<file path="config.mk">
export PLATFORM = sky130hd
export DESIGN_NAME = bitmap_run_allocator_flat
export DESIGN_NICKNAME = d
export VERILOG_FILES = /design/src/hw/rtl/bra_pkg.sv /design/src/hw/rtl/bra_req_if.sv /design/src/hw/rtl/bra_rsp_if.sv /design/src/hw/rtl/bitmap_run_allocator.sv /design/src/hw/rtl/bra_word_scan.sv /design/src/flat_wrapper.sv
export SDC_FILE = /design/constraint.sdc
export NUM_CORES = 2
export LEC_CHECK = 0
export BUFFER_PORTS_ARGS = -buffer_cell sky130_fd_sc_hd__buf_2
export CORE_MARGIN = 4
export CORE_UTILIZATION = 66
export CTS_BUF_LIST = sky130_fd_sc_hd__clkbuf_4 sky130_fd_sc_hd__clkbuf_8
export CTS_CLUSTER_DIAMETER = 150
export DETAILED_ROUTE_END_ITERATION = 8
export PLACE_DENSITY = 0.83
export SYNTH_ARGS = -nofsm -noshare
export SYNTH_HDL_FRONTEND = slang
export SYNTH_SLANG_ARGS = --single-unit
</file>
<file path="constraint.sdc">
create_clock -name clk -period 7.7 [get_ports clk]
set_input_delay 0.77 -clock clk [delete_from_list [all_inputs] [get_ports clk]]
set_output_delay 0.77 -clock clk [all_outputs]
set_load 0.1 [all_outputs]
</file>
<file path="src/hw/rtl/bra_pkg.sv">
`timescale 1ns / 1ps
// ----------------------------------------------------------------------------
// bra_pkg: shared types and constants of the bitmap run allocator
// Command and status codes, the bitmap word geometry and the result record
// of the word scan unit.
// ----------------------------------------------------------------------------
package bra_pkg;

  // Bitmap word geometry. The map is stored as words of WORD_BITS bits.
  localparam int WORD_BITS = 32;
  localparam int LW        = $clog2(WORD_BITS);

  // Run length and run counter width. It covers the largest MAX_RUN.
  localparam int RUN_W = 11;

  // Commands.
  localparam logic [1:0] CMD_ALLOC   = 2'd0;
  localparam logic [1:0] CMD_RELEASE = 2'd1;
  localparam logic [1:0] CMD_TEST    = 2'd2;

  // Status codes.
  localparam logic [1:0] ST_OK           = 2'd0;
  localparam logic [1:0] ST_NO_SPACE     = 2'd1;
  localparam logic [1:0] ST_OUT_OF_RANGE = 2'd2;

  // Result of scanning one word for a fitting run.
  typedef struct packed {
    logic             hit;        // the run is complete somewhere in this word
    logic [LW-1:0]    pos;        // lowest bit at which the run is complete
    logic [RUN_W-1:0] carry_next; // clear bits at the top end of the scan so far
  } scan_res_t;

endpackage

</file>
<file path="src/hw/rtl/bra_req_if.sv">
`timescale 1ns / 1ps
// ----------------------------------------------------------------------------
// bra_req_if: request channel of the bitmap run allocator
// Valid/ready channel carrying one command with its run description.
// ----------------------------------------------------------------------------
interface bra_req_if;
  logic       valid;
  logic       ready;
  logic [1:0] command;
  logic [9:0] start_req;
  logic [6:0] count;

  modport source (output valid, command, start_req, count, input ready);
  modport sink   (input valid, command, start_req, count, output ready);
endinterface

</file>
<file path="src/hw/rtl/bra_rsp_if.sv">
`timescale 1ns / 1ps
// ----------------------------------------------------------------------------
// bra_rsp_if: result channel of the bitmap run allocator
// Valid/ready channel carrying the outcome of one request.
// ----------------------------------------------------------------------------
interface bra_rsp_if;
  logic       valid;
  logic       ready;
  logic [9:0] found_start;
  logic [1:0] status;
  logic       run_clear;

  modport source (output valid, found_start, status, run_clear, input ready);
  modport sink   (input valid, found_start, status, run_clear, output ready);
endinterface

</file>
<file path="src/hw/rtl/bitmap_run_allocator.sv">
`timescale 1ns / 1ps
// ----------------------------------------------------------------------------
// bitmap_run_allocator: first-fit allocator of contiguous bit runs
// Keeps an occupancy bitmap and serves allocate, release and test requests
// on runs of consecutive bits.
// ----------------------------------------------------------------------------
//
//  Channel  Dir  Fields                                Transfer
//  request  in   command, start_req, count             valid & ready
//  result   out  found_start, status, run_clear        valid & ready
//
// The bitmap lives in a single-port-read, single-port-write word memory of
// MAP_BITS/32 words with a registered read. One shared word scan unit looks
// at one word per cycle for allocation; each word that the found run touches
// is then read and written back. Release reads and writes back each word of
// its run in the same way; test only reads the words of its run.
// Requests with a bad command or count finish without touching the memory.
// After reset a clearing pass zeroes every memory word; the request
// channel is not ready during it, nor while a request is in work.
// A finished result waits in the output register, and the next request is
// accepted while it waits; a stalled result only holds up the end of that
// next request.
//
module bitmap_run_allocator
  import bra_pkg::*;
#(
  parameter int MAP_BITS = 1024, // multiple of 32, from 64 to 1024
  parameter int MAX_RUN  = 64    // from 1 to 1024
)(
  input  logic          clk,
  input  logic          rst,
  bra_req_if.sink       request,
  bra_rsp_if.source     result
);

  // Memory geometry and position widths.
  localparam int WORDS = MAP_BITS / WORD_BITS;
  localparam int WAW   = $clog2(WORDS);
  localparam int AW    = $clog2(MAP_BITS);
  localparam int PW    = (AW + 1 > 11) ? AW + 1 : 11;

  // Sequencer states.
  localparam logic [2:0] S_INIT = 3'd0;
  localparam logic [2:0] S_IDLE = 3'd1;
  localparam logic [2:0] S_SCAN = 3'd2;
  localparam logic [2:0] S_RRD  = 3'd3;
  localparam logic [2:0] S_RWR  = 3'd4;
  localparam logic [2:0] S_DONE = 3'd5;

  logic [2:0]       state;
  logic [2:0]       state_next;

  // Request under work.
  logic [1:0]       cmd_r;
  logic [RUN_W-1:0] cnt_r;
  logic [PW-1:0]    lo;
  logic [PW-1:0]    hi_m1;
  logic [WAW-1:0]   word_idx;

  // Scan pipeline: issue runs one read ahead of evaluation.
  logic [WAW:0]     issue_idx;
  logic [WAW-1:0]   eval_idx;
  logic             pend;
  logic [RUN_W-1:0] carry;

  // Clearing pass.
  logic [WAW-1:0]   init_row;

  // Result being built, and the output register.
  logic [9:0]       found_r;
  logic [1:0]       status_r;
  logic             clear_r;
  logic             out_valid;
  logic [9:0]       out_found;
  logic [1:0]       out_status;
  logic             out_clear;

  // Bitmap memory.
  logic [WORD_BITS-1:0] map_mem [WORDS];
  logic [WORD_BITS-1:0] rd_data;
  logic                 rd_en;
  logic [WAW-1:0]       rd_addr;
  logic                 wr_en;
  logic [WAW-1:0]       wr_addr;
  logic [WORD_BITS-1:0] wr_data;

  // Decode of the incoming request.
  logic             accept;
  logic [RUN_W-1:0] req_cnt;
  logic [PW-1:0]    req_end;
  logic             cnt_bad;

  // Range walk helpers.
  logic [WAW-1:0]       lo_word;
  logic [WAW-1:0]       hi_word;
  logic [LW-1:0]        lo_off;
  logic [LW-1:0]        hi_off;
  logic [WORD_BITS-1:0] mask;

  // Scan helpers.
  scan_res_t        scan;
  logic [PW-1:0]    hit_end;
  logic [PW-1:0]    hit_start;
  logic             load_out;

  assign accept  = request.valid && request.ready;
  assign req_cnt = RUN_W'(request.count);
  assign req_end = PW'(request.start_req) + PW'(request.count);
  assign cnt_bad = (req_cnt == '0) || (req_cnt > RUN_W'(MAX_RUN));

  assign request.ready = (state == S_IDLE);

  assign result.valid       = out_valid;
  assign result.found_start = out_found;
  assign result.status      = out_status;
  assign result.run_clear   = out_clear;

  bra_word_scan u_scan (
    .word  (rd_data),
    .cnt   (cnt_r),
    .carry (carry),
    .res   (scan)
  );

  // The run ends at the hit bit, so its last position is the word base plus
  // the hit offset; its start lies count-1 positions below.
  assign hit_end   = PW'({eval_idx, scan.pos});
  assign hit_start = hit_end + PW'(1) - PW'(cnt_r);

  // Bits of the current word that lie inside [lo, hi_m1].
  assign lo_word = lo[LW +: WAW];
  assign hi_word = hi_m1[LW +: WAW];
  assign lo_off  = (word_idx == lo_word) ? lo[LW-1:0] : '0;
  assign hi_off  = (word_idx == hi_word) ? hi_m1[LW-1:0] : LW'(WORD_BITS - 1);
  assign mask    = ({WORD_BITS{1'b1}} << lo_off) &
                   ({WORD_BITS{1'b1}} >> (LW'(WORD_BITS - 1) - hi_off));

  // Memory port control.
  always_comb begin
    rd_en   = 1'b0;
    rd_addr = word_idx;
    wr_en   = 1'b0;
    wr_addr = word_idx;
    wr_data = rd_data | mask;
    case (state)
      S_INIT: begin
        wr_en   = 1'b1;
        wr_addr = init_row;
        wr_data = '0;
      end
      S_SCAN: begin
        rd_en   = (issue_idx < (WAW + 1)'(WORDS));
        rd_addr = issue_idx[WAW-1:0];
      end
      S_RRD: begin
        rd_en = 1'b1;
      end
      S_RWR: begin
        wr_en   = (cmd_r != CMD_TEST);
        wr_data = (cmd_r == CMD_RELEASE) ? (rd_data & ~mask) : (rd_data | mask);
      end
      default: begin
        rd_en = 1'b0;
      end
    endcase
  end

  always_ff @(posedge clk) begin
    if (wr_en) begin
      map_mem[wr_addr] <= wr_data;
    end
    if (rd_en) begin
      rd_data <= map_mem[rd_addr];
    end
  end

  // Sequencer next state.
  always_comb begin
    state_next = state;
    case (state)
      S_INIT: begin
        if (init_row == WAW'(WORDS - 1)) begin
          state_next = S_IDLE;
        end
      end
      S_IDLE: begin
        if (accept) begin
          if (cnt_bad) begin
            state_next = S_DONE;
          end else begin
            case (request.command)
              CMD_ALLOC: begin
                state_next = (PW'(request.count) > PW'(MAP_BITS)) ? S_DONE : S_SCAN;
              end
              CMD_RELEASE, CMD_TEST: begin
                state_next = (req_end > PW'(MAP_BITS)) ? S_DONE : S_RRD;
              end
              default: begin
                state_next = S_DONE;
              end
            endcase
          end
        end
      end
      S_SCAN: begin
        if (pend) begin
          if (scan.hit) begin
            state_next = S_RRD;
          end else if (eval_idx == WAW'(WORDS - 1)) begin
            state_next = S_DONE;
          end
        end
      end
      S_RRD: begin
        state_next = S_RWR;
      end
      S_RWR: begin
        state_next = (word_idx == hi_word) ? S_DONE : S_RRD;
      end
      S_DONE: begin
        if (!out_valid || result.ready) begin
          state_next = S_IDLE;
        end
      end
      default: begin
        state_next = S_INIT;
      end
    endcase
  end

  assign load_out = (state == S_DONE) && (!out_valid || result.ready);

  // Control state.
  always_ff @(posedge clk) begin
    if (rst) begin
      state     <= S_INIT;
      init_row  <= '0;
      out_valid <= 1'b0;
    end else begin
      state <= state_next;
      if (state == S_INIT) begin
        init_row <= init_row + WAW'(1);
      end
      if (load_out) begin
        out_valid <= 1'b1;
      end else if (result.ready) begin
        out_valid <= 1'b0;
      end
    end
  end

  // Work registers of the request in progress.
  always_ff @(posedge clk) begin
    case (state)
      S_IDLE: begin
        if (accept) begin
          cmd_r     <= request.command;
          cnt_r     <= req_cnt;
          lo        <= PW'(request.start_req);
          hi_m1     <= req_end - PW'(1);
          word_idx  <= request.start_req[LW +: WAW];
          issue_idx <= '0;
          eval_idx  <= '0;
          pend      <= 1'b0;
          carry     <= '0;
          found_r   <= '0;
          clear_r   <= (request.command == CMD_TEST);
          status_r  <= ST_OK;
          if (cnt_bad) begin
            status_r <= ST_OUT_OF_RANGE;
            clear_r  <= 1'b0;
          end else begin
            case (request.command)
              CMD_ALLOC: begin
                if (PW'(request.count) > PW'(MAP_BITS)) begin
                  status_r <= ST_NO_SPACE;
                end
              end
              CMD_RELEASE, CMD_TEST: begin
                if (req_end > PW'(MAP_BITS)) begin
                  status_r <= ST_OUT_OF_RANGE;
                  clear_r  <= 1'b0;
                end
              end
              default: begin
                status_r <= ST_OUT_OF_RANGE;
              end
            endcase
          end
        end
      end
      S_SCAN: begin
        if (rd_en) begin
          issue_idx <= issue_idx + (WAW + 1)'(1);
        end
        pend <= rd_en;
        if (pend) begin
          eval_idx <= eval_idx + WAW'(1);
          carry    <= scan.carry_next;
          if (scan.hit) begin
            lo       <= hit_start;
            hi_m1    <= hit_end;
            word_idx <= hit_start[LW +: WAW];
            found_r  <= 10'(hit_start);
          end else if (eval_idx == WAW'(WORDS - 1)) begin
            status_r <= ST_NO_SPACE;
          end
        end
      end
      S_RWR: begin
        if ((cmd_r == CMD_TEST) && ((rd_data & mask) != '0)) begin
          clear_r <= 1'b0;
        end
        word_idx <= word_idx + WAW'(1);
      end
      default: begin
        carry <= carry;
      end
    endcase
    if (load_out) begin
      out_found  <= found_r;
      out_status <= status_r;
      out_clear  <= clear_r;
    end
  end

`ifndef NO_ASSERTIONS
  // A failed outcome never carries a start or a clear flag.
  a_fail_fields_zero: assert property (@(posedge clk) disable iff (rst)
    (result.valid && (result.status != ST_OK)) |->
      ((result.found_start == '0) && (result.run_clear == 1'b0)))
    else $error("failed request carries a start or a clear flag");

  // The evaluated word always trails the issued read by exactly one.
  a_scan_order: assert property (@(posedge clk) disable iff (rst)
    ((state == S_SCAN) && pend) |->
      (issue_idx == ((WAW + 1)'(eval_idx) + (WAW + 1)'(1))))
    else $error("scan evaluation out of step with reads");

  // The range walk stays inside the words of the run.
  a_walk_bounds: assert property (@(posedge clk) disable iff (rst)
    (state == S_RWR) |-> ((word_idx >= lo_word) && (word_idx <= hi_word)))
    else $error("range walk left the run");

  // A new result appears only from the completion state.
  a_result_source: assert property (@(posedge clk) disable iff (rst)
    $rose(result.valid) |-> ($past(state) == S_DONE))
    else $error("result raised outside completion");

  // The memory is never written while the scan reads it.
  a_scan_no_write: assert property (@(posedge clk) disable iff (rst)
    (state == S_SCAN) |-> !wr_en)
    else $error("bitmap written during scan");
`endif

endmodule

</file>
<file path="src/hw/rtl/bra_word_scan.sv">
`timescale 1ns / 1ps
// ----------------------------------------------------------------------------
// bra_word_scan: first-fit search over one bitmap word
// Given the clear bits carried in from lower words, finds the lowest bit at
// which a clear run of the requested length completes.
// ----------------------------------------------------------------------------
module bra_word_scan
  import bra_pkg::*;
(
  input  logic [WORD_BITS-1:0] word,
  input  logic [RUN_W-1:0]     cnt,
  input  logic [RUN_W-1:0]     carry,
  output scan_res_t            res
);

  logic [WORD_BITS-1:0] clr;
  logic [WORD_BITS-1:0] pj;
  logic [WORD_BITS-1:0] a_vec;
  logic [WORD_BITS-1:0] b_vec;
  logic [WORD_BITS-1:0] hit_vec;
  logic [RUN_W-1:0]     need;
  logic [RUN_W-1:0]     top_clr;
  logic [LW-1:0]        pos;
  int                   off;

  // Runs lying wholly inside the word: build masks of clear runs of each
  // power-of-two length, then chain the ones that make up cnt.
  always_comb begin
    clr   = ~word;
    pj    = clr;
    a_vec = '1;
    off   = 0;
    for (int j = 0; j <= LW; j++) begin
      if (j > 0) begin
        pj = pj & (pj << (1 << (j - 1)));
      end
      if (cnt[j]) begin
        a_vec = a_vec & (pj << off);
        off   = off + (1 << j);
      end
    end
    if (cnt > RUN_W'(WORD_BITS)) begin
      a_vec = '0;
    end
  end

  // Runs that reach down to bit 0 and continue into lower words.
  assign need = cnt - carry - RUN_W'(1);

  always_comb begin
    for (int i = 0; i < WORD_BITS; i++) begin
      b_vec[i] = ((word & ({WORD_BITS{1'b1}} >> (WORD_BITS - 1 - i))) == '0) &&
                 (RUN_W'(i) >= need);
    end
  end

  assign hit_vec = a_vec | b_vec;

  always_comb begin
    pos = '0;
    for (int i = WORD_BITS - 1; i >= 0; i--) begin
      if (hit_vec[i]) begin
        pos = LW'(i);
      end
    end
  end

  // Clear bits above the highest marked bit.
  always_comb begin
    top_clr = '0;
    for (int i = 0; i < WORD_BITS; i++) begin
      if (word[i]) begin
        top_clr = RUN_W'(WORD_BITS - 1 - i);
      end
    end
  end

  assign res.hit        = |hit_vec;
  assign res.pos        = pos;
  assign res.carry_next = (word == '0) ? (carry + RUN_W'(WORD_BITS)) : top_clr;

endmodule

</file>
<file path="src/flat_wrapper.sv">
// flat-port wrapper written by rule: the top's interface ports become plain ports
module bitmap_run_allocator_flat import bra_pkg::*;
#(
  parameter int MAP_BITS = 1024,                                   
  parameter int MAX_RUN  = 64                     
)
  (clk, rst, request_valid, request_command, request_start_req, request_count, request_ready, result_valid, result_found_start, result_status, result_run_clear, result_ready);
  bra_req_if request_i ();
  bra_rsp_if result_i ();
  input  logic clk;
  input  logic rst;
  input wire logic [$bits(request_i.valid)-1:0] request_valid;
  input wire logic [$bits(request_i.command)-1:0] request_command;
  input wire logic [$bits(request_i.start_req)-1:0] request_start_req;
  input wire logic [$bits(request_i.count)-1:0] request_count;
  output wire logic [$bits(request_i.ready)-1:0] request_ready;
  output wire logic [$bits(result_i.valid)-1:0] result_valid;
  output wire logic [$bits(result_i.found_start)-1:0] result_found_start;
  output wire logic [$bits(result_i.status)-1:0] result_status;
  output wire logic [$bits(result_i.run_clear)-1:0] result_run_clear;
  input wire logic [$bits(result_i.ready)-1:0] result_ready;
  assign request_i.valid = request_valid;
  assign request_i.command = request_command;
  assign request_i.start_req = request_start_req;
  assign request_i.count = request_count;
  assign request_ready = request_i.ready;
  assign result_valid = result_i.valid;
  assign result_found_start = result_i.found_start;
  assign result_status = result_i.status;
  assign result_run_clear = result_i.run_clear;
  assign result_i.ready = result_ready;
  bitmap_run_allocator #(.MAP_BITS(MAP_BITS), .MAX_RUN(MAX_RUN)) u_core (.clk(clk), .rst(rst), .request(request_i), .result(result_i));
endmodule
</file>
==> results.txt <==
The run finished with clean final reports. The wire length after detailed routing is 158000 um. The worst register-to-register path begins at u_core.cnt_r[0]. The cell-internal power is 11.6 mW. Type of origin of the critical path: a flip-flop. After the first detailed-routing iteration, the DRC count stood at 5460. The fill cell total of the finished layout was 4742.

The routed via count divided by cell count is 7.24. The library cell used most frequently in the layout, excluding fill and tap cells, is edfxtp_1. Power comes to 16.9 mW. The number of global-route vias before repair is 34900.

The worst pin sits at a relative slew slack of 7.85%. The core region is 0.0789 mm^2. After global routing the overflow that remains totals 0. The later pin in the worst-skew pair is clocked with a latency of 0.88 ns. HPWL after detailed placement: 96100 um.

The critical path class is flip-flop to flip-flop. After synthesis, the netlist uses 92 different library cells. The root buffer cell was clkbuf_8.

During synthesis, Yosys emitted a total of 0 warnings. The source of the worst hold timing path was request_count[3]. Entering global routing, the biggest net connects 117 pins. The reported net switching power came out at 5.26 mW.

Summing the sequential cell areas from Yosys gives 65.7% of the chip area. The path with the worst hold slack has its endpoint at u_core.cnt_r[3]. The share of layout cells above drive strength 1 was 21.3%. Gates resized during post-CTS repair numbered 0.

The logs give 19.6 nW for the leakage power and 3757 for the count of nets after finishing. After detailed routing, the number of remaining DRC violations is 0. For the I/O pin total, the log shows 38. Number of hold-repair buffers added at the cts stage: 0. The shortest period the worst path allows is 6.65 ns. The library cells used most frequently in the layout, excluding fill and tap cells, are edfxtp_1 (1139), nand2_1 (444), mux4_2 (259).

After synthesis, the cell types taking the most area are edfxtp_1 (65%), mux4_2 (11%), nand2_1 (3.2%). The number of cells produced by synthesis is 3595, and the data required time at the worst endpoint is 8.30 ns. Die extent in y: 290 um. Number of max-slew violations in the final report: 0. Global-route wire length before repair: 232000 um. TritonCTS built the clock tree. The number of nets handed over by synthesis was 3662.

Number of enable flip-flop cells after synthesis: 1139. After synthesis the cells add up to 0.0524 mm^2. From synthesis to final layout, the design area changed by 10.3%. Across the run, the number of max-cap violations was 0.

The cell type with the highest aggregate area in the netlist was edfxtp_1. Synthesized area per cell: 14.6 um^2. The classification of the worst-slack hold path is input pin to flip-flop. The number of antenna violations at the first check in global routing is 1.

VDD sags by at most 0.345 mV. Static timing analysis puts the maximum clock frequency at 150 MHz. For the pin with the worst max-slew slack, the measured transition is 1.38 ns. In the synthesized netlist the dominant register cell turns out to be edfxtp_1. The post-CTS setup repair buffer count is 0. Counting cells, the worst reg-to-reg path comes to 27.

The top-area cell type share of the netlist area was 65.3%; the share of flip-flops with an asynchronous set or reset was 0%. The count of nets left with antenna violations after detail routing was 0. Per report_power, the sequential group accounts for 49.3% of the total. The setup check on the worst reg-to-reg path leaves a slack of 1.06 ns. Counting the buffers created by CTS gives 170. The initial utilization of the core area, before any placement, comes to 66.4%. The final weighted congestion in routability-driven placement was 1.04; the final count of hold timing violations was 0. Setup repair after global routing left no endpoint under its margin.

The clock input transition at the sequential cells of the worst setup and hold paths is 0.07 ns. Global routing consumed, over all layers together, 38.5% of the routing resources. Buffers placed on the I/O ports in this run total 37. The number of core rows is 103, and the number of storage elements in the synthesis netlist is 1148.

Maximum clock skew at final layout: 0.0887 ns. After layout, the worst path uses 86.3% of the clock period. The number of endpoints failing setup at the final stage is 0.

The number of detailed-routing iterations run before antenna repair is 7. The H-tree was split into 4 levels. The die covers 0.0839 mm^2.

The share of the core filled with cells in the final layout is 73.2%, and the fraction of power consumed by combinational cells is 22.1%. The critical register-to-register path endpoint was u_core.word_idx[4]. STA puts the critical path data arrival time at 7.24 ns. Adding up every negative setup slack in the final design gives 0 ns. For the detailed-route via count, the log shows 35300. The clock net in this run drives a total of 1148 sinks. In this run the power density over the cells is 293 mW/mm^2.

The worst setup path is captured at a flip-flop. The largest driver fanout on the critical path was 56; the horizontal die dimension was 290 um. The largest buffer count on any clock path is 3. The fraction of power spent switching nets came out at 31.1%. The worst hold path stage count came out at 1. After detailed routing, the average wire length per cell comes to 32.5 um.

The tools report the share of total power in the clock network as 28.6%.
-- per-stage QoR --
stage	area, um^2	cells	worst slack (ns)	hold slack [ns]
detailed placement	54400	4568	1.22	0.405
CTS	57800	4876	1.22	0.111
floorplan	52400	3595	1.58	0.400
global placement	54400	4568	1.03	0.402
global route	57800	4878	0.721	0.114
finish	57800	4878	1.06	0.154
-- power groups by stage --
stage / Clock (mW) / Combinational, mW / Sequential (mW)
floorplan: 0 / 2.22 / 8.37
global placement: 0 / 3.58 / 8.39
detailed placement: 0 / 3.68 / 8.45
CTS: 4.87 / 3.69 / 8.32
global route: 5.19 / 3.96 / 8.36
finish: 4.83 / 3.74 / 8.33
-- registers in the layout, summed over array words and instances (netlist names) --
register / flops
u_core.result.status: 2
u_core.result.found_start: 10
u_core.pend: 1
u_core.issue_idx: 6
u_core.map_mem: 1024
u_core.carry: 11
u_core.cmd_r: 2
u_core.init_row: 5
u_core.cnt_r: 7
u_core.eval_idx: 5
u_core.lo: 10
u_core.status_r: 2
u_core.rd_data: 32
u_core.state: 3
u_core.result.run_clear: 1
u_core.found_r: 10
u_core.result.valid: 1
u_core.clear_r: 1
u_core.hi_m1: 10
u_core.word_idx: 5
-- cells by family (layout without fill, tap and decap cells) --
logic type | after synthesis | in the layout | share of synthesized area [%]
AO/OA/AOI/OAI | 563 | 563 | 7.45
XOR/XNOR | 49 | 49 | 0.819
adder cells (fa/ha/maj) | 44 | 44 | 1.09
buffers and inverters | 310 | 541 | 2.36
flip-flops | 1148 | 1148 | 65.7
multiplexers | 313 | 313 | 12.2
other | 0 | 2 | 0
AND/OR/NAND/NOR | 1168 | 1168 | 10.4
-- metal layers --
| layer | track usage [%] | routed length [um] | up-vias | share of wire, % |
|---|---|---|---|---|
| li1 | - | - | 14400 | - |
| met3 | 10.0 | 19900 | 658 | 13 |
| met1 | 51.6 | 55200 | 17400 | 35 |
| met5 | 0 | 0 | - | 0 |
| met4 | 21.3 | 10800 | 0 | 6.8 |
| met2 | 58.5 | 72600 | 2870 | 46 |
-- worst max-delay path, stage by stage, from the launching register on --
cell	delay (ns)
edfxtp_1	0.35
buf_4	0.55
inv_2	0.27
buf_4	0.29
a211o_1	0.32
o31ai_1	0.66
a21oi_1	0.15
nor4_1	0.38
a22oi_1	0.20
a211oi_1	0.29
o21bai_1	0.12
a211oi_1	0.33
o21ai_1	0.24
ha_1	0.32
inv_1	0.06
ha_1	0.15
inv_1	0.05
fa_1	0.37
nor2b_1	0.16
o21ai_0	0.10
nand2b_1	0.11
a21oi_1	0.08
o21bai_1	0.22
a21o_1	0.15
a21oi_1	0.07
xnor2_1	0.13
nand2_1	0.10
o211ai_1	0.09
-- cell type report --
type	instances	area (um^2)	share of cell area (%)
clock inverters	71	473	0.819
flip-flops and latches	1148	34400	59.5
inverters	62	233	0.403
repair buffers	171	1320	2.28
well taps	1050	1310	2.27
multi-input cells	2137	17200	29.7
diodes	2	5.00	0.00866
clock buffers	237	2870	4.96
-- cells in the mapped netlist, drive strengths merged (60+ instances only) --
library cell / count
a21oi: 116
buf: 101
clkbuf: 147
edfxtp: 1139
inv: 60
mux4: 259
nand2: 446
nand3: 217
nor2: 209
nor3: 82
o21ai: 117
-- worst max path at each step --
stage,depth (start not counted),slack (ns),endpoint,start
3_3_place_gp,26,1.03,u_core.word_idx[4],u_core.rd_data[15]
6_report,27,1.06,u_core.word_idx[4],u_core.cnt_r[0]
5_1_grt,27,0.72,u_core.word_idx[4],u_core.cnt_r[0]
2_1_floorplan,31,1.58,u_core.word_idx[4],u_core.cnt_r[1]
4_1_cts,27,1.22,u_core.word_idx[4],u_core.cnt_r[0]
3_5_place_dp,25,1.22,u_core.word_idx[4],u_core.rd_data[15]
No activity file was read; power rests on OpenSTA's default activity.
